<file path="config.mk">
export PLATFORM = sky130hd
export DESIGN_NAME = i2c_master_bit_engine_top
export DESIGN_NICKNAME = d
export VERILOG_FILES = /design/src/rtl/i2c_mbe_pkg.sv /design/src/rtl/i2c_master_bit_engine_top.sv /design/src/rtl/i2c_mbe_fifo.sv /design/src/rtl/i2c_mbe_front.sv /design/src/rtl/i2c_mbe_back.sv
export SDC_FILE = /design/constraint.sdc
export NUM_CORES = 1
export LEC_CHECK = 0
export BUFFER_PORTS_ARGS = -buffer_cell sky130_fd_sc_hd__buf_2
export CAP_MARGIN = 20
export CORE_MARGIN = 5
export CORE_UTILIZATION = 45
export DETAILED_ROUTE_END_ITERATION = 7
export GPL_ROUTABILITY_DRIVEN = 0
export SYNTH_ARGS = -nofsm -noshare
export SYNTH_HDL_FRONTEND = slang
export SYNTH_SLANG_ARGS = --single-unit
export TNS_END_PERCENT = 30
</file>
<file path="constraint.sdc">
create_clock -name clk -period 7.2 [get_ports clk]
set_clock_uncertainty 0.15 [all_clocks]
set_input_delay 0.72 -clock clk [delete_from_list [all_inputs] [get_ports clk]]
set_output_delay 0.72 -clock clk [all_outputs]
set_load 0.03 [all_outputs]
</file>
<file path="src/rtl/i2c_mbe_pkg.sv">
package i2c_mbe_pkg;

	localparam int BITS_PER_BYTE = 8;
	localparam int QUEUE_DEPTH = 2;
	localparam logic [7:0] ACK_TIMEOUT_RST = 8'd250;

	// raw command codes on the mode field
	localparam logic [2:0] MODE_TICK = 3'd0;
	localparam logic [2:0] MODE_START = 3'd1;
	localparam logic [2:0] MODE_STOP = 3'd2;
	localparam logic [2:0] MODE_WRITE = 3'd3;
	localparam logic [2:0] MODE_WAIT = 3'd4;
	localparam logic [2:0] MODE_READ = 3'd5;

	typedef enum logic [5:0] {
		OP_IDLE  = 6'b000001,
		OP_START = 6'b000010,
		OP_STOP  = 6'b000100,
		OP_WRITE = 6'b001000,
		OP_WAIT  = 6'b010000,
		OP_READ  = 6'b100000
	} op_t;

	// classified tick word from the front to the back
	typedef struct packed {
		op_t cmd;
		logic [BITS_PER_BYTE-1:0] data_byte;
		logic send_ack;
		logic sda_sample;
	} tick_t;

	// result word from the back to the result queue
	typedef struct packed {
		logic scl_level;
		logic sda_level;
		logic busy_res;
		logic done_res;
		logic [BITS_PER_BYTE-1:0] read_data;
		logic ack_failed;
	} res_t;

	// mode field to command; unused codes mean tick only
	function automatic op_t decode_mode(input logic [2:0] mode);
		op_t op;
		op = OP_IDLE;
		case (mode)
			MODE_START: op = OP_START;
			MODE_STOP: op = OP_STOP;
			MODE_WRITE: op = OP_WRITE;
			MODE_WAIT: op = OP_WAIT;
			MODE_READ: op = OP_READ;
			default: op = OP_IDLE;
		endcase
		return op;
	endfunction

endpackage

</file>
<file path="src/rtl/i2c_master_bit_engine_top.sv">
// i2c master bit engine: one input word per half-bit tick, one result word per tick
// a pushed word is registered in the input queue, its result in the result queue
// throughput: one word per cycle unless the result queue is full; the state is registered
// input and result queues (QUEUE_DEPTH words each) let either side stall on its own
// reset: queues empty, lines released high, sequencer idle, ack timeout 250
module i2c_master_bit_engine_top #(
	parameter int QUEUE_DEPTH = i2c_mbe_pkg::QUEUE_DEPTH
) (
	input  logic        clk,
	input  logic        arst_n,
	input  logic        cfg_we,
	input  logic [7:0]  cfg_wdata,
	input  logic        push,
	output logic        full,
	input  logic [2:0]  mode,
	input  logic [7:0]  data_byte,
	input  logic        send_ack,
	input  logic        sda_sample,
	input  logic        pop,
	output logic        empty,
	output logic        scl_level,
	output logic        sda_level,
	output logic        busy_res,
	output logic        done_res,
	output logic [7:0]  read_data,
	output logic        ack_failed
);

	localparam int RW = $bits(i2c_mbe_pkg::res_t);

	logic tick_valid;
	logic tick_take;
	i2c_mbe_pkg::tick_t tick;
	logic res_full;
	logic res_push;
	i2c_mbe_pkg::res_t res_in;
	logic [RW-1:0] res_bits;
	i2c_mbe_pkg::res_t res_out;

	// front: accept and classify
	i2c_mbe_front #(
		.DEPTH(QUEUE_DEPTH)
	) u_front (
		.clk(clk),
		.arst_n(arst_n),
		.push(push),
		.full(full),
		.mode(mode),
		.data_byte(data_byte),
		.send_ack(send_ack),
		.sda_sample(sda_sample),
		.tick_take(tick_take),
		.tick_valid(tick_valid),
		.tick(tick)
	);

	// back: line sequencer
	i2c_mbe_back u_back (
		.clk(clk),
		.arst_n(arst_n),
		.cfg_we(cfg_we),
		.cfg_wdata(cfg_wdata),
		.tick_valid(tick_valid),
		.tick(tick),
		.tick_take(tick_take),
		.res_full(res_full),
		.res_push(res_push),
		.res(res_in)
	);

	// result queue
	i2c_mbe_fifo #(
		.WIDTH(RW),
		.DEPTH(QUEUE_DEPTH)
	) u_res_q (
		.clk(clk),
		.arst_n(arst_n),
		.push(res_push),
		.full(res_full),
		.wdata(res_in),
		.pop(pop),
		.empty(empty),
		.rdata(res_bits)
	);

	assign res_out = i2c_mbe_pkg::res_t'(res_bits);
	assign scl_level = res_out.scl_level;
	assign sda_level = res_out.sda_level;
	assign busy_res = res_out.busy_res;
	assign done_res = res_out.done_res;
	assign read_data = res_out.read_data;
	assign ack_failed = res_out.ack_failed;

endmodule

</file>
<file path="src/rtl/i2c_mbe_fifo.sv">
module i2c_mbe_fifo #(
	parameter int WIDTH = 8,
	parameter int DEPTH = 2
) (
	input  logic             clk,
	input  logic             arst_n,
	input  logic             push,
	output logic             full,
	input  logic [WIDTH-1:0] wdata,
	input  logic             pop,
	output logic             empty,
	output logic [WIDTH-1:0] rdata
);

	localparam int PTR_W = (DEPTH > 1) ? $clog2(DEPTH) : 1;
	localparam int CNT_W = $clog2(DEPTH + 1);

	logic [WIDTH-1:0] mem_q [DEPTH];
	logic [PTR_W-1:0] wr_ptr_q;
	logic [PTR_W-1:0] rd_ptr_q;
	logic [CNT_W-1:0] cnt_q;
	logic do_push;
	logic do_pop;

	assign full = (cnt_q == CNT_W'(DEPTH));
	assign empty = (cnt_q == '0);
	assign do_push = push && !full;
	assign do_pop = pop && !empty;
	assign rdata = mem_q[rd_ptr_q];

	// storage
	always_ff @(posedge clk) begin
		if (do_push) begin
			mem_q[wr_ptr_q] <= wdata;
		end
	end

	// pointers and fill count
	always_ff @(posedge clk or negedge arst_n) begin
		if (!arst_n) begin
			wr_ptr_q <= '0;
			rd_ptr_q <= '0;
			cnt_q <= '0;
		end else begin
			if (do_push) begin
				wr_ptr_q <= (wr_ptr_q == PTR_W'(DEPTH - 1)) ? '0 : wr_ptr_q + 1'b1;
			end
			if (do_pop) begin
				rd_ptr_q <= (rd_ptr_q == PTR_W'(DEPTH - 1)) ? '0 : rd_ptr_q + 1'b1;
			end
			if (do_push && !do_pop) begin
				cnt_q <= cnt_q + 1'b1;
			end else if (do_pop && !do_push) begin
				cnt_q <= cnt_q - 1'b1;
			end
		end
	end

endmodule

</file>
<file path="src/rtl/i2c_mbe_front.sv">
module i2c_mbe_front #(
	parameter int DEPTH = i2c_mbe_pkg::QUEUE_DEPTH
) (
	input  logic                                clk,
	input  logic                                arst_n,
	input  logic                                push,
	output logic                                full,
	input  logic [2:0]                          mode,
	input  logic [i2c_mbe_pkg::BITS_PER_BYTE-1:0] data_byte,
	input  logic                                send_ack,
	input  logic                                sda_sample,
	input  logic                                tick_take,
	output logic                                tick_valid,
	output i2c_mbe_pkg::tick_t                  tick
);

	localparam int TW = $bits(i2c_mbe_pkg::tick_t);

	i2c_mbe_pkg::tick_t in_word;
	logic [TW-1:0] out_bits;
	logic q_empty;

	// classify the mode field at the door
	always_comb begin
		in_word.cmd = i2c_mbe_pkg::decode_mode(mode);
		in_word.data_byte = data_byte;
		in_word.send_ack = send_ack;
		in_word.sda_sample = sda_sample;
	end

	i2c_mbe_fifo #(
		.WIDTH(TW),
		.DEPTH(DEPTH)
	) u_tick_q (
		.clk(clk),
		.arst_n(arst_n),
		.push(push),
		.full(full),
		.wdata(in_word),
		.pop(tick_take),
		.empty(q_empty),
		.rdata(out_bits)
	);

	assign tick_valid = !q_empty;
	assign tick = i2c_mbe_pkg::tick_t'(out_bits);

endmodule

</file>
<file path="src/rtl/i2c_mbe_back.sv">
module i2c_mbe_back (
	input  logic                                  clk,
	input  logic                                  arst_n,
	input  logic                                  cfg_we,
	input  logic [7:0]                            cfg_wdata,
	input  logic                                  tick_valid,
	input  i2c_mbe_pkg::tick_t                    tick,
	output logic                                  tick_take,
	input  logic                                  res_full,
	output logic                                  res_push,
	output i2c_mbe_pkg::res_t                     res
);

	localparam int BPB = i2c_mbe_pkg::BITS_PER_BYTE;
	localparam logic [4:0] NBITS2 = 5'(2 * BPB);

	logic [7:0] ack_timeout_q;
	i2c_mbe_pkg::op_t op_q, op_d;
	logic [4:0] step_q, step_d;
	logic [BPB-1:0] shift_q, shift_d;
	logic [7:0] wait_q, wait_d;
	logic scl_q, scl_d;
	logic sda_q, sda_d;
	logic fail_q, fail_d;
	logic ack_q, ack_d;
	logic [BPB-1:0] rd_hold_q, rd_hold_d;
	logic done;

	assign tick_take = tick_valid && !res_full;
	assign res_push = tick_take;

	// one tick of the line sequencer
	always_comb begin
		logic [4:0] s;
		logic [8:0] wait_next;
		logic post_scl_low;
		logic post_sda_high;
		logic scl_out;
		logic sda_out;

		op_d = op_q;
		step_d = step_q;
		shift_d = shift_q;
		wait_d = wait_q;
		scl_d = scl_q;
		sda_d = sda_q;
		fail_d = fail_q;
		ack_d = ack_q;
		rd_hold_d = rd_hold_q;
		done = 1'b0;
		post_scl_low = 1'b0;
		post_sda_high = 1'b0;
		wait_next = {1'b0, wait_q} + 9'd1;

		// command launch while idle
		if (op_q == i2c_mbe_pkg::OP_IDLE && tick.cmd != i2c_mbe_pkg::OP_IDLE) begin
			op_d = tick.cmd;
			step_d = '0;
			if (tick.cmd == i2c_mbe_pkg::OP_WRITE) begin
				shift_d = tick.data_byte;
			end
			if (tick.cmd == i2c_mbe_pkg::OP_READ) begin
				shift_d = '0;
				ack_d = tick.send_ack;
			end
			if (tick.cmd == i2c_mbe_pkg::OP_WAIT) begin
				wait_d = '0;
			end
		end
		s = step_d;
		wait_next = {1'b0, wait_d} + 9'd1;

		// line changes ahead of the delay
		case (op_d)
			i2c_mbe_pkg::OP_START: begin
				if (s == 5'd0) begin
					sda_d = 1'b1;
					scl_d = 1'b1;
				end else if (s == 5'd1) begin
					sda_d = 1'b0;
				end else begin
					scl_d = 1'b0;
					done = 1'b1;
				end
			end
			i2c_mbe_pkg::OP_STOP: begin
				if (s == 5'd0) begin
					sda_d = 1'b0;
				end else if (s == 5'd1) begin
					scl_d = 1'b1;
				end else begin
					sda_d = 1'b1;
					done = 1'b1;
				end
			end
			i2c_mbe_pkg::OP_WRITE: begin
				if (!s[0]) begin
					sda_d = shift_d[BPB-1];
				end else begin
					scl_d = 1'b1;
					post_scl_low = 1'b1;
					if (s >= NBITS2 - 5'd1) begin
						post_sda_high = 1'b1;
						done = 1'b1;
					end
				end
			end
			i2c_mbe_pkg::OP_WAIT: begin
				if (s == 5'd0) begin
					sda_d = 1'b1;
				end else if (s == 5'd1) begin
					scl_d = 1'b1;
				end else if (s == 5'd2) begin
					if (!tick.sda_sample) begin
						scl_d = 1'b0;
						fail_d = 1'b0;
						done = 1'b1;
					end else begin
						wait_d = wait_next[7:0];
						if (wait_next > {1'b0, ack_timeout_q}) begin
							sda_d = 1'b0;
							step_d = 5'd3;
						end
					end
				end else if (s == 5'd4) begin
					scl_d = 1'b1;
				end else if (s == 5'd5) begin
					sda_d = 1'b1;
				end else if (s >= 5'd6) begin
					scl_d = 1'b0;
					fail_d = 1'b1;
					done = 1'b1;
				end
			end
			i2c_mbe_pkg::OP_READ: begin
				if (s < NBITS2) begin
					scl_d = !s[0];
				end else begin
					case (s[1:0])
						2'd0: sda_d = !ack_d;
						2'd1: scl_d = 1'b1;
						2'd2: begin
							scl_d = 1'b0;
							if (!ack_d) begin
								done = 1'b1;
							end
						end
						default: begin
							sda_d = 1'b1;
							done = 1'b1;
						end
					endcase
				end
			end
			default: begin
			end
		endcase

		scl_out = scl_d;
		sda_out = sda_d;

		// changes after the delay, seen from the next tick
		if (op_d == i2c_mbe_pkg::OP_READ && s < NBITS2 && !s[0]) begin
			shift_d = {shift_d[BPB-2:0], tick.sda_sample};
		end
		if (op_d == i2c_mbe_pkg::OP_WRITE && post_scl_low) begin
			shift_d = {shift_d[BPB-2:0], 1'b0};
		end
		if (post_scl_low) begin
			scl_d = 1'b0;
		end
		if (post_sda_high) begin
			sda_d = 1'b1;
		end

		// finish or advance
		if (done) begin
			if (op_d == i2c_mbe_pkg::OP_READ) begin
				rd_hold_d = shift_d;
			end
			op_d = i2c_mbe_pkg::OP_IDLE;
			step_d = '0;
		end else if (op_d != i2c_mbe_pkg::OP_IDLE) begin
			if (!(op_d == i2c_mbe_pkg::OP_WAIT && s == 5'd2 && step_d == 5'd2)) begin
				step_d = step_d + 5'd1;
			end
		end

		res.scl_level = scl_out;
		res.sda_level = sda_out;
		res.busy_res = (op_d != i2c_mbe_pkg::OP_IDLE);
		res.done_res = done;
		res.read_data = rd_hold_d;
		res.ack_failed = fail_d;
	end

	// sequencer state and timeout register
	always_ff @(posedge clk or negedge arst_n) begin
		if (!arst_n) begin
			ack_timeout_q <= i2c_mbe_pkg::ACK_TIMEOUT_RST;
			op_q <= i2c_mbe_pkg::OP_IDLE;
			step_q <= '0;
			shift_q <= '0;
			wait_q <= '0;
			scl_q <= 1'b1;
			sda_q <= 1'b1;
			fail_q <= 1'b0;
			ack_q <= 1'b0;
			rd_hold_q <= '0;
		end else begin
			if (cfg_we) begin
				ack_timeout_q <= cfg_wdata;
			end
			if (tick_take) begin
				op_q <= op_d;
				step_q <= step_d;
				shift_q <= shift_d;
				wait_q <= wait_d;
				scl_q <= scl_d;
				sda_q <= sda_d;
				fail_q <= fail_d;
				ack_q <= ack_d;
				rd_hold_q <= rd_hold_d;
			end
		end
	end

endmodule

</file>
==> summary.txt, run 1 <==
STA
--------------------------------------------------------------------------------
Final hold slack                                                       0.3018 ns
Number of hold violations in the final report                                  0
Min Clock Period, post-route                                            5.644 ns
TNS Setup                                                                   0 ns
Unrepaired setup endpoints after global routing                            false
Total setup violations reported at the end of the flow                         0
Fin crit share                                                            78.38%
Minimum setup slack in the final design                                 1.557 ns
Total count of max-transition violations in the final report                   0
Worst Tran Pin Value                                                    1.017 ns
Maximum operating frequency                                            177.2 MHz
Worst rel slew slack                                                      31.57%

GRT
--------------------------------------------------------------------------------
Total congestion overflow                                                      0
Largest net degree at the start of global routing                             56
Number of antenna violations at the first check in global routing              0
Global-route wire length before repair                                  23.43 mm
Vias in the first global route                                              4740
Global routing usage summed across all routing layers                     18.13%

HOLD PATH
--------------------------------------------------------------------------------
Hold WC Path Type                                                   primary input to asynchronous set/reset pin

SETUP PATH
--------------------------------------------------------------------------------
CP Launch Type                                                          register
Arrival time worst endpoint                                              5.82 ns
Number of cells on the worst reg-to-reg path                                  22
Reg-to-reg startpoint                                               u_front.u_tick_q.rd_ptr_q
Critical path data required time                                         7.38 ns
Capturing element of the worst setup path                           u_back.step_q[4]
Crit path launch                                                    u_front.u_tick_q.rd_ptr_q
Highest net fanout along the worst path                                       28
FF-to-FF End                                                        u_back.step_q[4]
Register-to-register path setup slack                                    1.56 ns
Critical Setup Path Class                                           register to register
Worst Setup End Kind                                                    register

LAYOUT
--------------------------------------------------------------------------------
Fraction of final layout cells sized beyond drive strength 1              23.89%
Antenna diode count                                                            0
Most common cell after layout, fill and taps aside                  sky130_fd_sc_hd__edfxtp_1
Synthesis-to-layout area growth                                           16.08%
Final layout net count                                                       658
Design Area, Final                                                  0.007326 mm2
Utilization after layout                                                  52.98%
Highest-count cells in the layout ignoring fill and taps            sky130_fd_sc_hd__edfxtp_1, sky130_fd_sc_hd__nor2_1, sky130_fd_sc_hd__dfrtp_1
Final Non-Filler Cells                                                       808
# fillers                                                                   1217

POWER AND IR DROP
--------------------------------------------------------------------------------
Part of the power in the clock network                                     32.3%
Switching component of the power                                       0.9590 mW
Power per cell area                                                 373.7 mW/mm2
Register share of total power                                              35.4%
IR Drop Worst-Case VDD                                                 0.1915 mV
Power share of the combinational group                                     32.2%
Internal Dissipation                                                    1.778 mW
Leakage component of the power                                          2.975 nW
Pwr Total                                                               2.737 mW
Proportion of total power due to net switching                            35.03%

PLACED DESIGN
--------------------------------------------------------------------------------
Worst slack, placed                                                     1.620 ns
Placed wire-length estimate after detailed placement                    9.979 mm
Post-detailed-placement cell area                                   0.006688 mm2
Placed instance count                                                        775
Count of port buffers added during placement                                  40

DIE
--------------------------------------------------------------------------------
Core area                                                            0.01383 mm2
X dimension of the die                                                  128.4 um
Std cell rows                                                                 43
Effective utilization at floorplan                                        45.64%
I/O pin total                                                                 41
Full die area                                                        0.01649 mm2
Height of the chip                                                      128.4 um

SYNTHESIS
--------------------------------------------------------------------------------
Distinct cells, synth                                                         74
Synthesized area per cell                                              11.11 um2
Proportion of synthesized chip area in sequential cells                   49.58%
Gate Count Post-Synth                                                        568
Number of nets in the synthesized netlist                                    611
Cell Area, Synth                                                    0.006311 mm2
Number of synthesized flops with an enable pin                                58
Main flop type after synthesis                                      sky130_fd_sc_hd__edfxtp_1
Fraction of registers with async set/reset                                48.67%
Count of yosys warnings during synthesis                                       0
Number of synthesized register bits                                          113

ROUTING
--------------------------------------------------------------------------------
Total via count in the routed design                                        4655
Detail Route Antenna Nets                                                      0
Routed via count divided by cell count                                     5.761
DRC violation total after the first TritonRoute iteration                    351
Initial DRT Pass Iterations                                                    5
Remaining design rule violation count                                          0
Final wirelength                                                        13.99 mm
Final routed wire length divided by cell count                          17.31 um

CLOCK NETWORK
--------------------------------------------------------------------------------
Clock tree from TritonCTS                                                  built
Total setup buffers inserted after CTS                                         0
Root buffer selected by CTS                                         sky130_fd_sc_hd__clkbuf_16
Post-cts hold buffer count                                                     0
Clock insertion delay at the later pin of the skew report                0.42 ns
Deepest level of the CTS H-tree                                                4
Sinks on the clock net                                                       113
Number of buffers on the longest clock path                                    2
Number of cells upsized or downsized after cts                                 0
Clock-pin slew on the worst setup and hold paths                         0.05 ns
Num CTS Buffers                                                               17

OUTCOME
--------------------------------------------------------------------------------
Outcome                                                                completed

FLOW RUN
--------------------------------------------------------------------------------
Max capacitance violation total                                                0

-- critical path, cell delays in order, from the launching register on --
cell and delay [ns]:
sky130_fd_sc_hd__dfrtp_1 0.37, sky130_fd_sc_hd__buf_4 0.25, sky130_fd_sc_hd__nor3_1 0.30, sky130_fd_sc_hd__o2111ai_1 0.28, sky130_fd_sc_hd__or2_2 0.49, sky130_fd_sc_hd__and2_1 0.21, sky130_fd_sc_hd__ha_1 0.23, sky130_fd_sc_hd__and3_1 0.25
sky130_fd_sc_hd__and3_1 0.24, sky130_fd_sc_hd__xnor2_1 0.14, sky130_fd_sc_hd__nor2_1 0.07, sky130_fd_sc_hd__ha_1 0.33, sky130_fd_sc_hd__o21a_1 0.12, sky130_fd_sc_hd__o21a_1 0.12, sky130_fd_sc_hd__o22ai_1 0.07, sky130_fd_sc_hd__a31o_2 0.23
sky130_fd_sc_hd__a211oi_1 0.30, sky130_fd_sc_hd__nor2_1 0.15, sky130_fd_sc_hd__ha_1 0.21, sky130_fd_sc_hd__a31oi_1 0.35, sky130_fd_sc_hd__nand2_1 0.12, sky130_fd_sc_hd__or4_1 0.47, sky130_fd_sc_hd__o211ai_1 0.10
-- cells in the mapped netlist, types with 5 or more instances --
cell | count | area [um2]
sky130_fd_sc_hd__edfxtp_1 | 58 | 1742
sky130_fd_sc_hd__nor2_1 | 52 | 195.2
sky130_fd_sc_hd__dfrtp_1 | 46 | 1151
sky130_fd_sc_hd__nand2_1 | 39 | 146.4
sky130_fd_sc_hd__mux2_2 | 36 | 405.4
sky130_fd_sc_hd__o21ai_0 | 32 | 160.2
sky130_fd_sc_hd__mux2i_1 | 28 | 280.3
sky130_fd_sc_hd__inv_1 | 20 | 75.07
sky130_fd_sc_hd__a21oi_1 | 18 | 90.09
sky130_fd_sc_hd__ha_1 | 17 | 212.7
sky130_fd_sc_hd__nand3_1 | 13 | 65.06
sky130_fd_sc_hd__xnor2_1 | 13 | 113.9
sky130_fd_sc_hd__and2_1 | 9 | 56.30
sky130_fd_sc_hd__dfstp_2 | 9 | 236.5
sky130_fd_sc_hd__mux2_4 | 9 | 135.1
sky130_fd_sc_hd__nor3_1 | 9 | 45.04
sky130_fd_sc_hd__a211oi_1 | 8 | 60.06
sky130_fd_sc_hd__a31oi_1 | 8 | 50.05
sky130_fd_sc_hd__buf_2 | 8 | 40.04
sky130_fd_sc_hd__o31ai_1 | 8 | 60.06
sky130_fd_sc_hd__or3_1 | 8 | 50.05
sky130_fd_sc_hd__a21o_1 | 7 | 52.55
sky130_fd_sc_hd__nand4_1 | 7 | 43.79
sky130_fd_sc_hd__clkbuf_1 | 6 | 22.52
sky130_fd_sc_hd__o211ai_1 | 6 | 45.04
sky130_fd_sc_hd__nor3b_1 | 5 | 37.54
sky130_fd_sc_hd__nor4_1 | 5 | 31.28
sky130_fd_sc_hd__o21a_1 | 5 | 37.54
sky130_fd_sc_hd__or4_1 | 5 | 37.54
-- flip-flops by register name (all words and copies together), names as in the netlist --
name                       cells
u_back.ack_q                   1
u_back.ack_timeout_q           8
u_back.fail_q                  1
u_back.op_q                    6
u_back.rd_hold_q               8
u_back.scl_q                   1
u_back.sda_q                   1
u_back.shift_q                 8
u_back.step_q                  5
u_back.wait_q                  8
u_front.u_tick_q.cnt_q         2
u_front.u_tick_q.mem_q        32
u_front.u_tick_q.rd_ptr_q      1
u_front.u_tick_q.wr_ptr_q      1
u_res_q.cnt_q                  2
u_res_q.mem_q                 26
u_res_q.rd_ptr_q               1
u_res_q.wr_ptr_q               1
-- layout make-up --
cell class,count,area (um2),share of cell area [%]
Clock buffer,17,425.4,5.807
Clock inverter,15,205.2,2.801
Inverter,22,82.58,1.127
Multi-Input combinational cell,415,3013,41.13
Sequential cell,113,3129,42.72
Tap cell,180,225.2,3.074
Timing Repair Buffer,46,245.2,3.348
-- logic make-up (layout without fill, tap and decap cells) --
| kind of cell | after synthesis | in the layout | share of synthesized area, % |
|---|---|---|---|
| compound gates | 127 | 127 | 13.70 |
| buf+inv | 40 | 100 | 2.776 |
| mux | 74 | 74 | 13.18 |
| fa+ha+maj | 17 | 17 | 3.370 |
| flops | 113 | 113 | 49.58 |
| simple gates | 181 | 181 | 15.17 |
| xor+xnor | 16 | 16 | 2.221 |
-- how the worst min path moves through the flow --
stage	slack, ns	startpoint	endpoint
4_1_cts	0.32	arst_n	u_back.wait_q[3]
3_3_place_gp	0.32	u_back.shift_q[0]	u_back.shift_q[0]
2_1_floorplan	0.27	arst_n	u_back.ack_q
6_report	0.30	arst_n	u_back.wait_q[4]
3_5_place_dp	0.32	u_back.shift_q[0]	u_back.shift_q[0]
5_1_grt	0.32	data_byte[5]	u_front.u_tick_q.mem_q[0][7]
-- power groups by stage --
stage	logic, mW	registers [mW]	clock network [mW]
floorplan	0.678	0.936	0
global placement	0.862	0.973	0
detailed placement	0.877	0.982	0
CTS	0.887	0.972	0.904
global route	0.966	0.989	0.936
finish	0.883	0.969	0.886
-- per-layer routing --
| metal | vias up | GRT usage, % | wire (um) |
|---|---|---|---|
| met4 | 0 | 8.302 | 320 |
| met5 | - | 0 | 0 |
| met1 | 2229 | 24.21 | 6477 |
| met3 | 36 | 5.064 | 923 |
| li1 | 2230 | - | - |
| met2 | 160 | 27.49 | 6263 |
Power figures use the tool's default switching activity.
==> run 2, diff against run 1 <==
Clock period 7.2 ns to 4.9 ns, I/O delays scaled along.
==> run 2 against run 1 <==
  * Total power rose by 45%
  * Count of clock-buffer cells in the layout is 7 higher
  * Hold slack worse by 0.23 ns
  * Die area did not move
  * Sequential power grew 49%
  * Non-clock buffer count up 19
  * Utilization rose by 1.3 points
  * Critical path depth decreased by 1
  * Cell area grew 2.4%
==> summary.txt, run 2 (same netlist as run 1, synthesis figures left out) <==
DIE
--------------------------------------------------------------------------------
Effective utilization at floorplan                                        45.64%   unchanged
X dimension of the die                                                  128.4 um   unchanged
Height of the chip                                                      128.4 um   unchanged
Core area                                                            0.01383 mm2   unchanged
I/O pin total                                                                 41   unchanged
Std cell rows                                                                 43   unchanged
Full die area                                                        0.01649 mm2   unchanged

ROUTING
--------------------------------------------------------------------------------
Total via count in the routed design                                        4682   was 4655
DRC violation total after the first TritonRoute iteration                    364   was 351
Detail Route Antenna Nets                                                      0   unchanged
Final routed wire length divided by cell count                          17.37 um   was 17.31 um
Remaining design rule violation count                                          0   unchanged
Initial DRT Pass Iterations                                                    5   unchanged
Routed via count divided by cell count                                     5.661   was 5.761
Final wirelength                                                        14.36 mm   was 13.99 mm

LAYOUT
--------------------------------------------------------------------------------
Highest-count cells in the layout ignoring fill and taps            sky130_fd_sc_hd__edfxtp_1, sky130_fd_sc_hd__nor2_1, sky130_fd_sc_hd__dfrtp_1   unchanged
Antenna diode count                                                            0   unchanged
Sequential cell area                                                0.003131 mm2   was 0.003129 mm2
Number of flip-flops in the largest register                                  32   unchanged
# fillers                                                                   1190   was 1217
Fraction of final layout cells sized beyond drive strength 1              27.51%   was 23.89%
Registers with the most flip-flops                                  u_front.u_tick_q.mem_q x32, u_res_q.mem_q x26   unchanged
Final layout net count                                                       677   was 658
Footprint of the multi-input gates                                  0.003094 mm2   was 0.003013 mm2
Design Area, Final                                                  0.007503 mm2   was 0.007326 mm2
Most common cell after layout, fill and taps aside                  sky130_fd_sc_hd__edfxtp_1   unchanged
Synthesis-to-layout area growth                                           18.89%   was 16.08%
Register containing the most flip-flops in the final layout         u_front.u_tick_q.mem_q   unchanged

POWER AND IR DROP
--------------------------------------------------------------------------------
Power per cell area                                                 527.7 mW/mm2   was 373.7 mW/mm2
Pwr Total                                                               3.960 mW   was 2.737 mW
IR Drop Worst-Case VDD                                                 0.4864 mV   was 0.1915 mV
Leakage component of the power                                          3.069 nW   was 2.975 nW

CLOCK NETWORK
--------------------------------------------------------------------------------
Clock insertion delay at the later pin of the skew report                0.41 ns   was 0.42 ns
Post-cts hold buffer count                                                     0   unchanged
Num CTS Buffers                                                               17   unchanged
Deepest level of the CTS H-tree                                                4   unchanged
Clock tree from TritonCTS                                                  built   unchanged
Root buffer selected by CTS                                         sky130_fd_sc_hd__clkbuf_16   unchanged
Sinks on the clock net                                                       113   unchanged
Clock-pin slew on the worst setup and hold paths                         0.05 ns   about the same
Number of buffers on the longest clock path                                    2   unchanged

STA
--------------------------------------------------------------------------------
Min Clock Period, post-route                                            4.726 ns   was 5.644 ns
Minimum setup slack in the final design                                0.1742 ns   was 1.557 ns
Total count of max-transition violations in the final report                   0   unchanged
Worst rel slew slack                                                      50.77%   was 31.57%
Total setup violations reported at the end of the flow                         0   unchanged
Worst Tran Pin Value                                                   0.7384 ns   was 1.017 ns
Maximum operating frequency                                            211.6 MHz   was 177.2 MHz
Fin crit share                                                            96.44%   was 78.38%
Final hold slack                                                      0.07183 ns   was 0.3018 ns
Number of hold violations in the final report                                  0   unchanged

GRT
--------------------------------------------------------------------------------
Global routing usage summed across all routing layers                     18.13%   about the same
Number of antenna violations at the first check in global routing              0   unchanged
Vias in the first global route                                              4677   was 4740
Total congestion overflow                                                      0   unchanged
Largest net degree at the start of global routing                             56   unchanged
Global-route wire length before repair                                  23.62 mm   was 23.43 mm

SETUP PATH
--------------------------------------------------------------------------------
Critical path data required time                                         5.08 ns   was 7.38 ns
Arrival time worst endpoint                                              4.91 ns   was 5.82 ns
Highest net fanout along the worst path                                        7   was 28
Worst Setup End Kind                                                    register   unchanged
Critical Setup Path Class                                           register to register   unchanged
CP Launch Type                                                          register   unchanged

HOLD PATH
--------------------------------------------------------------------------------
Hold WC Path Type                                                   primary input to asynchronous set/reset pin   unchanged

FLOW RUN
--------------------------------------------------------------------------------
Max capacitance violation total                                                0   unchanged

PLACED DESIGN
--------------------------------------------------------------------------------
Placed wire-length estimate after detailed placement                    10.15 mm   was 9.979 mm
Worst slack, placed                                                   0.02979 ns   was 1.620 ns
Post-detailed-placement cell area                                   0.006820 mm2   was 0.006688 mm2
Count of port buffers added during placement                                  40   unchanged

OUTCOME
--------------------------------------------------------------------------------
Outcome                                                                completed   unchanged

-- run 2: worst max-delay path: stages, from the launching register on --
cell and delay (ns):
sky130_fd_sc_hd__dfrtp_1 0.47, sky130_fd_sc_hd__nor3_4 0.27, sky130_fd_sc_hd__o2111ai_2 0.15, sky130_fd_sc_hd__or2_4 0.29
sky130_fd_sc_hd__and2_1 0.18, sky130_fd_sc_hd__ha_1 0.19, sky130_fd_sc_hd__and3_1 0.19, sky130_fd_sc_hd__and3_2 0.25
sky130_fd_sc_hd__xnor2_2 0.13, sky130_fd_sc_hd__nor2_1 0.11, sky130_fd_sc_hd__ha_1 0.27, sky130_fd_sc_hd__o21a_1 0.11
sky130_fd_sc_hd__o21a_1 0.16, sky130_fd_sc_hd__o22ai_1 0.17, sky130_fd_sc_hd__a31o_2 0.14, sky130_fd_sc_hd__a211oi_1 0.08
sky130_fd_sc_hd__or2_2 0.32, sky130_fd_sc_hd__ha_2 0.21, sky130_fd_sc_hd__a31oi_4 0.14, sky130_fd_sc_hd__nand2_1 0.08
sky130_fd_sc_hd__or4_1 0.47, sky130_fd_sc_hd__o211ai_1 0.10
-- run 2: path summary, 6_finish.rpt --
path / startpoint / to / slack [ns] / depth (start not counted)
setup / recovery: u_back.op_q[4] / u_back.step_q[4] / 0.17 / 21
hold / removal: arst_n / u_back.ack_timeout_q[2] / 0.07 / 2
setup reg to reg: u_back.op_q[4] / u_back.step_q[4] / 0.17 / 21
hold reg to reg: u_back.shift_q[0] / u_back.shift_q[0] / 0.34 / 2
max in group asynchronous: arst_n / u_front.u_tick_q.rd_ptr_q / 4.01 / 2
min in group clk: data_byte[4] / u_front.u_tick_q.mem_q[1][6] / 0.11 / 1
-- run 2: through the flow --
step / setup TNS (ns) / instances / util (%)
global placement: 0 / 790 / 49.33
CTS: 0 / 822 / 53.54
global route: -0.03397 / 827 / 54.27
finish: 0 / 827 / 54.27
floorplan: 0 / 568 / -
detailed placement: 0 / 790 / 49.33
-- run 2: what timing repair did --
item | in CTS | in global routing
endpoints found under the setup margin | 1 | 3
setup buffers | 0 | 4
pin swaps | 0 | 3
resized for setup | 1 | 14
-- run 2: final cells by class --
cell class	instances	share of cell area [%]
clock buffer	24	6.703
tap	180	3.001
inverter	22	1.101
clock inverter	8	1.051
multi-input combinational	415	41.24
timing repair buffer	65	5.186
sequential	113	41.72
-- run 2: layer usage --
layer	vias up	share of wire (%)	GRT usage, %
li1	2276	-	-
met1	2257	48	25.70
met2	128	45	27.03
met3	21	5.2	4.940
met4	0	1.6	5.930
met5	-	0	0
-- run 2: power by group --
part           switching (mW)  total (mW)  internal [mW]
Clock                   0.423        1.19          0.766
Combinational           0.822        1.33          0.507
Sequential              0.159        1.44           1.28
Total                    1.40        3.96           2.56
==> run 3, diff against run 2 <==
--- a/config.mk
+++ b/config.mk
@@ -6,9 +6,8 @@
 export NUM_CORES = 1
 export LEC_CHECK = 0
-export BUFFER_PORTS_ARGS = -buffer_cell sky130_fd_sc_hd__buf_2
-export CAP_MARGIN = 20
 export CORE_MARGIN = 5
 export CORE_UTILIZATION = 45
 export DETAILED_ROUTE_END_ITERATION = 7
+export DONT_BUFFER_PORTS = 1
 export GPL_ROUTABILITY_DRIVEN = 0
 export SYNTH_ARGS = -nofsm -noshare
--- a/constraint.sdc
+++ b/constraint.sdc
@@ -3,3 +3,3 @@
 set_input_delay 0.49 -clock clk [delete_from_list [all_inputs] [get_ports clk]]
 set_output_delay 0.49 -clock clk [all_outputs]
-set_load 0.03 [all_outputs]
+set_load 0.01 [all_outputs]
==> run 3 against run 2 <==
  * Critical path depth unchanged
  * Worst setup slack worse by 0.019 ns
  * Count of clock-buffer cells in the layout down 6
  * Highest routed layer unchanged
==> summary.txt, run 3 (same netlist as run 1, synthesis figures left out) <==
OUTCOME
--------------------------------------------------------------------------------
Outcome                                                                completed   unchanged

PLACED DESIGN
--------------------------------------------------------------------------------
Placed instance count                                                        749   was 790
Worst slack, placed                                                 -0.0003069 ns   was 0.02979 ns
Placed wire-length estimate after detailed placement                    10.02 mm   was 10.15 mm
Count of port buffers added during placement                                   0   was 40
Post-detailed-placement cell area                                   0.006613 mm2   was 0.006820 mm2

ROUTING
--------------------------------------------------------------------------------
Initial DRT Pass Iterations                                                    5   unchanged
Final routed wire length divided by cell count                          18.16 um   was 17.37 um
Remaining design rule violation count                                          0   unchanged
Final wirelength                                                        14.51 mm   was 14.36 mm
Routed via count divided by cell count                                     5.830   was 5.661
Total via count in the routed design                                        4658   was 4682
DRC violation total after the first TritonRoute iteration                    438   was 364
Detail Route Antenna Nets                                                      0   unchanged

SETUP PATH
--------------------------------------------------------------------------------
Critical path data required time                                         5.09 ns   was 5.08 ns
Register-to-register path setup slack                                    0.16 ns   was 0.17 ns
CP Launch Type                                                          register   unchanged
Reg-to-reg startpoint                                               u_front.u_tick_q.mem_q[1][12]   was u_back.op_q[4]
FF-to-FF End                                                        u_back.step_q[4]   unchanged
Arrival time worst endpoint                                              4.93 ns   was 4.91 ns
Worst Setup End Kind                                                    register   unchanged
Highest net fanout along the worst path                                        5   was 7
Crit path launch                                                    u_front.u_tick_q.mem_q[1][12]   was u_back.op_q[4]
Number of cells on the worst reg-to-reg path                                  21   unchanged
Capturing element of the worst setup path                           u_back.step_q[4]   unchanged
Critical Setup Path Class                                           register to register   unchanged

LAYOUT
--------------------------------------------------------------------------------
Highest-count cells in the layout ignoring fill and taps            sky130_fd_sc_hd__edfxtp_1, sky130_fd_sc_hd__nor2_1, sky130_fd_sc_hd__dfrtp_1   unchanged
Final Non-Filler Cells                                                       799   was 827
Register containing the most flip-flops in the final layout         u_front.u_tick_q.mem_q   unchanged
Design Area, Final                                                  0.007518 mm2   was 0.007503 mm2
Most common cell after layout, fill and taps aside                  sky130_fd_sc_hd__edfxtp_1   unchanged
Final layout net count                                                       649   was 677
Number of flip-flops in the largest register                                  32   unchanged
Fraction of final layout cells sized beyond drive strength 1              23.10%   was 27.51%
# fillers                                                                   1184   was 1190
Antenna diode count                                                            0   unchanged
Registers with the most flip-flops                                  u_front.u_tick_q.mem_q x32, u_res_q.mem_q x26   unchanged
Utilization after layout                                                  54.38%   was 54.27%
Synthesis-to-layout area growth                                           19.13%   was 18.89%

CLOCK NETWORK
--------------------------------------------------------------------------------
Clock insertion delay at the later pin of the skew report                0.42 ns   was 0.41 ns
Deepest level of the CTS H-tree                                                4   unchanged
Clock-pin slew on the worst setup and hold paths                         0.06 ns   was 0.05 ns
Clock tree from TritonCTS                                                  built   unchanged
Sinks on the clock net                                                       113   unchanged
Num CTS Buffers                                                               17   unchanged
Number of buffers on the longest clock path                                    2   unchanged
Root buffer selected by CTS                                         sky130_fd_sc_hd__clkbuf_16   unchanged

DIE
--------------------------------------------------------------------------------
Full die area                                                        0.01649 mm2   unchanged
X dimension of the die                                                  128.4 um   unchanged
Height of the chip                                                      128.4 um   unchanged
I/O pin total                                                                 41   unchanged
Core area                                                            0.01383 mm2   unchanged
Effective utilization at floorplan                                        45.64%   unchanged
Std cell rows                                                                 43   unchanged

STA
--------------------------------------------------------------------------------
Worst Tran Pin Value                                                    1.097 ns   was 0.7384 ns
Minimum setup slack in the final design                                0.1554 ns   was 0.1742 ns
Worst rel slew slack                                                      26.33%   was 50.77%
Maximum operating frequency                                            210.8 MHz   was 211.6 MHz
Total setup violations reported at the end of the flow                         0   unchanged
Total count of max-transition violations in the final report                   0   unchanged
Number of hold violations in the final report                                  0   unchanged
Fin crit share                                                            96.83%   was 96.44%
TNS Setup                                                                   0 ns   unchanged
Min Clock Period, post-route                                            4.745 ns   was 4.726 ns
Final hold slack                                                      0.02599 ns   was 0.07183 ns

HOLD PATH
--------------------------------------------------------------------------------
Hold WC Path Type                                                   primary input to register   was primary input to asynchronous set/reset pin

POWER AND IR DROP
--------------------------------------------------------------------------------
Leakage component of the power                                          3.001 nW   was 3.069 nW
IR Drop Worst-Case VDD                                                 0.3362 mV   was 0.4864 mV
Power per cell area                                                 520.7 mW/mm2   was 527.7 mW/mm2
Pwr Total                                                               3.915 mW   was 3.960 mW

GRT
--------------------------------------------------------------------------------
Total congestion overflow                                                      0   unchanged
Vias in the first global route                                              4676   was 4677
Global-route wire length before repair                                  23.60 mm   was 23.62 mm
Number of antenna violations at the first check in global routing              0   unchanged
Largest net degree at the start of global routing                             56   unchanged
Global routing usage summed across all routing layers                     18.26%   was 18.13%

FLOW RUN
--------------------------------------------------------------------------------
Max capacitance violation total                                                0   unchanged

-- run 3: layout make-up --
cell class / instances / area [um2] / area share [%]
clock buffer: 18 / 439.2 / 5.841
clock inverter: 14 / 210.2 / 2.796
inverter: 22 / 82.58 / 1.098
multi-input combinational: 415 / 3098 / 41.20
sequential: 113 / 3132 / 41.65
tap: 180 / 225.2 / 2.996
timing repair buffer: 37 / 331.6 / 4.410
-- run 3: critical path: stages, from the launching register on --
cell and delay [ns]:
sky130_fd_sc_hd__edfxtp_1 0.46, sky130_fd_sc_hd__nor3b_2 0.26, sky130_fd_sc_hd__o2111ai_1 0.18, sky130_fd_sc_hd__or2_4 0.29
sky130_fd_sc_hd__and2_1 0.16, sky130_fd_sc_hd__ha_1 0.21, sky130_fd_sc_hd__and3_1 0.20, sky130_fd_sc_hd__and3_4 0.20
sky130_fd_sc_hd__xnor2_2 0.12, sky130_fd_sc_hd__nor2_1 0.14, sky130_fd_sc_hd__ha_1 0.26, sky130_fd_sc_hd__o21a_1 0.11
sky130_fd_sc_hd__o21a_1 0.17, sky130_fd_sc_hd__o22ai_1 0.14, sky130_fd_sc_hd__a31o_2 0.17, sky130_fd_sc_hd__a211oi_4 0.07
sky130_fd_sc_hd__or2_4 0.25, sky130_fd_sc_hd__ha_2 0.20, sky130_fd_sc_hd__a31oi_4 0.23, sky130_fd_sc_hd__nand2_1 0.09
sky130_fd_sc_hd__or4_1 0.48, sky130_fd_sc_hd__o211ai_1 0.11
-- run 3: what timing repair did --
action,in CTS,in global routing
hold buffers,3,10
endpoints found under the setup margin,1,3
resized for setup,1,19
endpoints found under the hold margin,62,20
setup buffers,0,5
pin swaps,0,6
-- run 3: how the worst min path moves through the flow --
stage | from | end | slack, ns | cells past startpoint
floorplan | arst_n | u_back.ack_q | 0.04 | 0
global placement | arst_n | u_back.ack_timeout_q[2] | 0.05 | 0
detailed placement | arst_n | u_back.ack_timeout_q[2] | 0.05 | 0
CTS | data_byte[4] | u_front.u_tick_q.mem_q[0][6] | 0.001 | 0
global route | cfg_we | u_back.ack_timeout_q[5] | 0.04 | 2
finish | cfg_we | u_back.ack_timeout_q[7] | 0.03 | 2
-- run 3: routing by layer --
| metal | GRT usage (%) | share of wire [%] |
|---|---|---|
| met4 | 8.427 | 2.4 |
| met1 | 25.27 | 46 |
| met3 | 5.230 | 6.3 |
| met5 | 0 | 0 |
| met2 | 26.54 | 45 |
-- run 3: report_power, final --
group          internal, mW  leakage (nW)  switching [mW]
clock network         0.913         0.314           0.451
registers              1.28          1.22           0.151
logic                 0.447          1.46           0.671
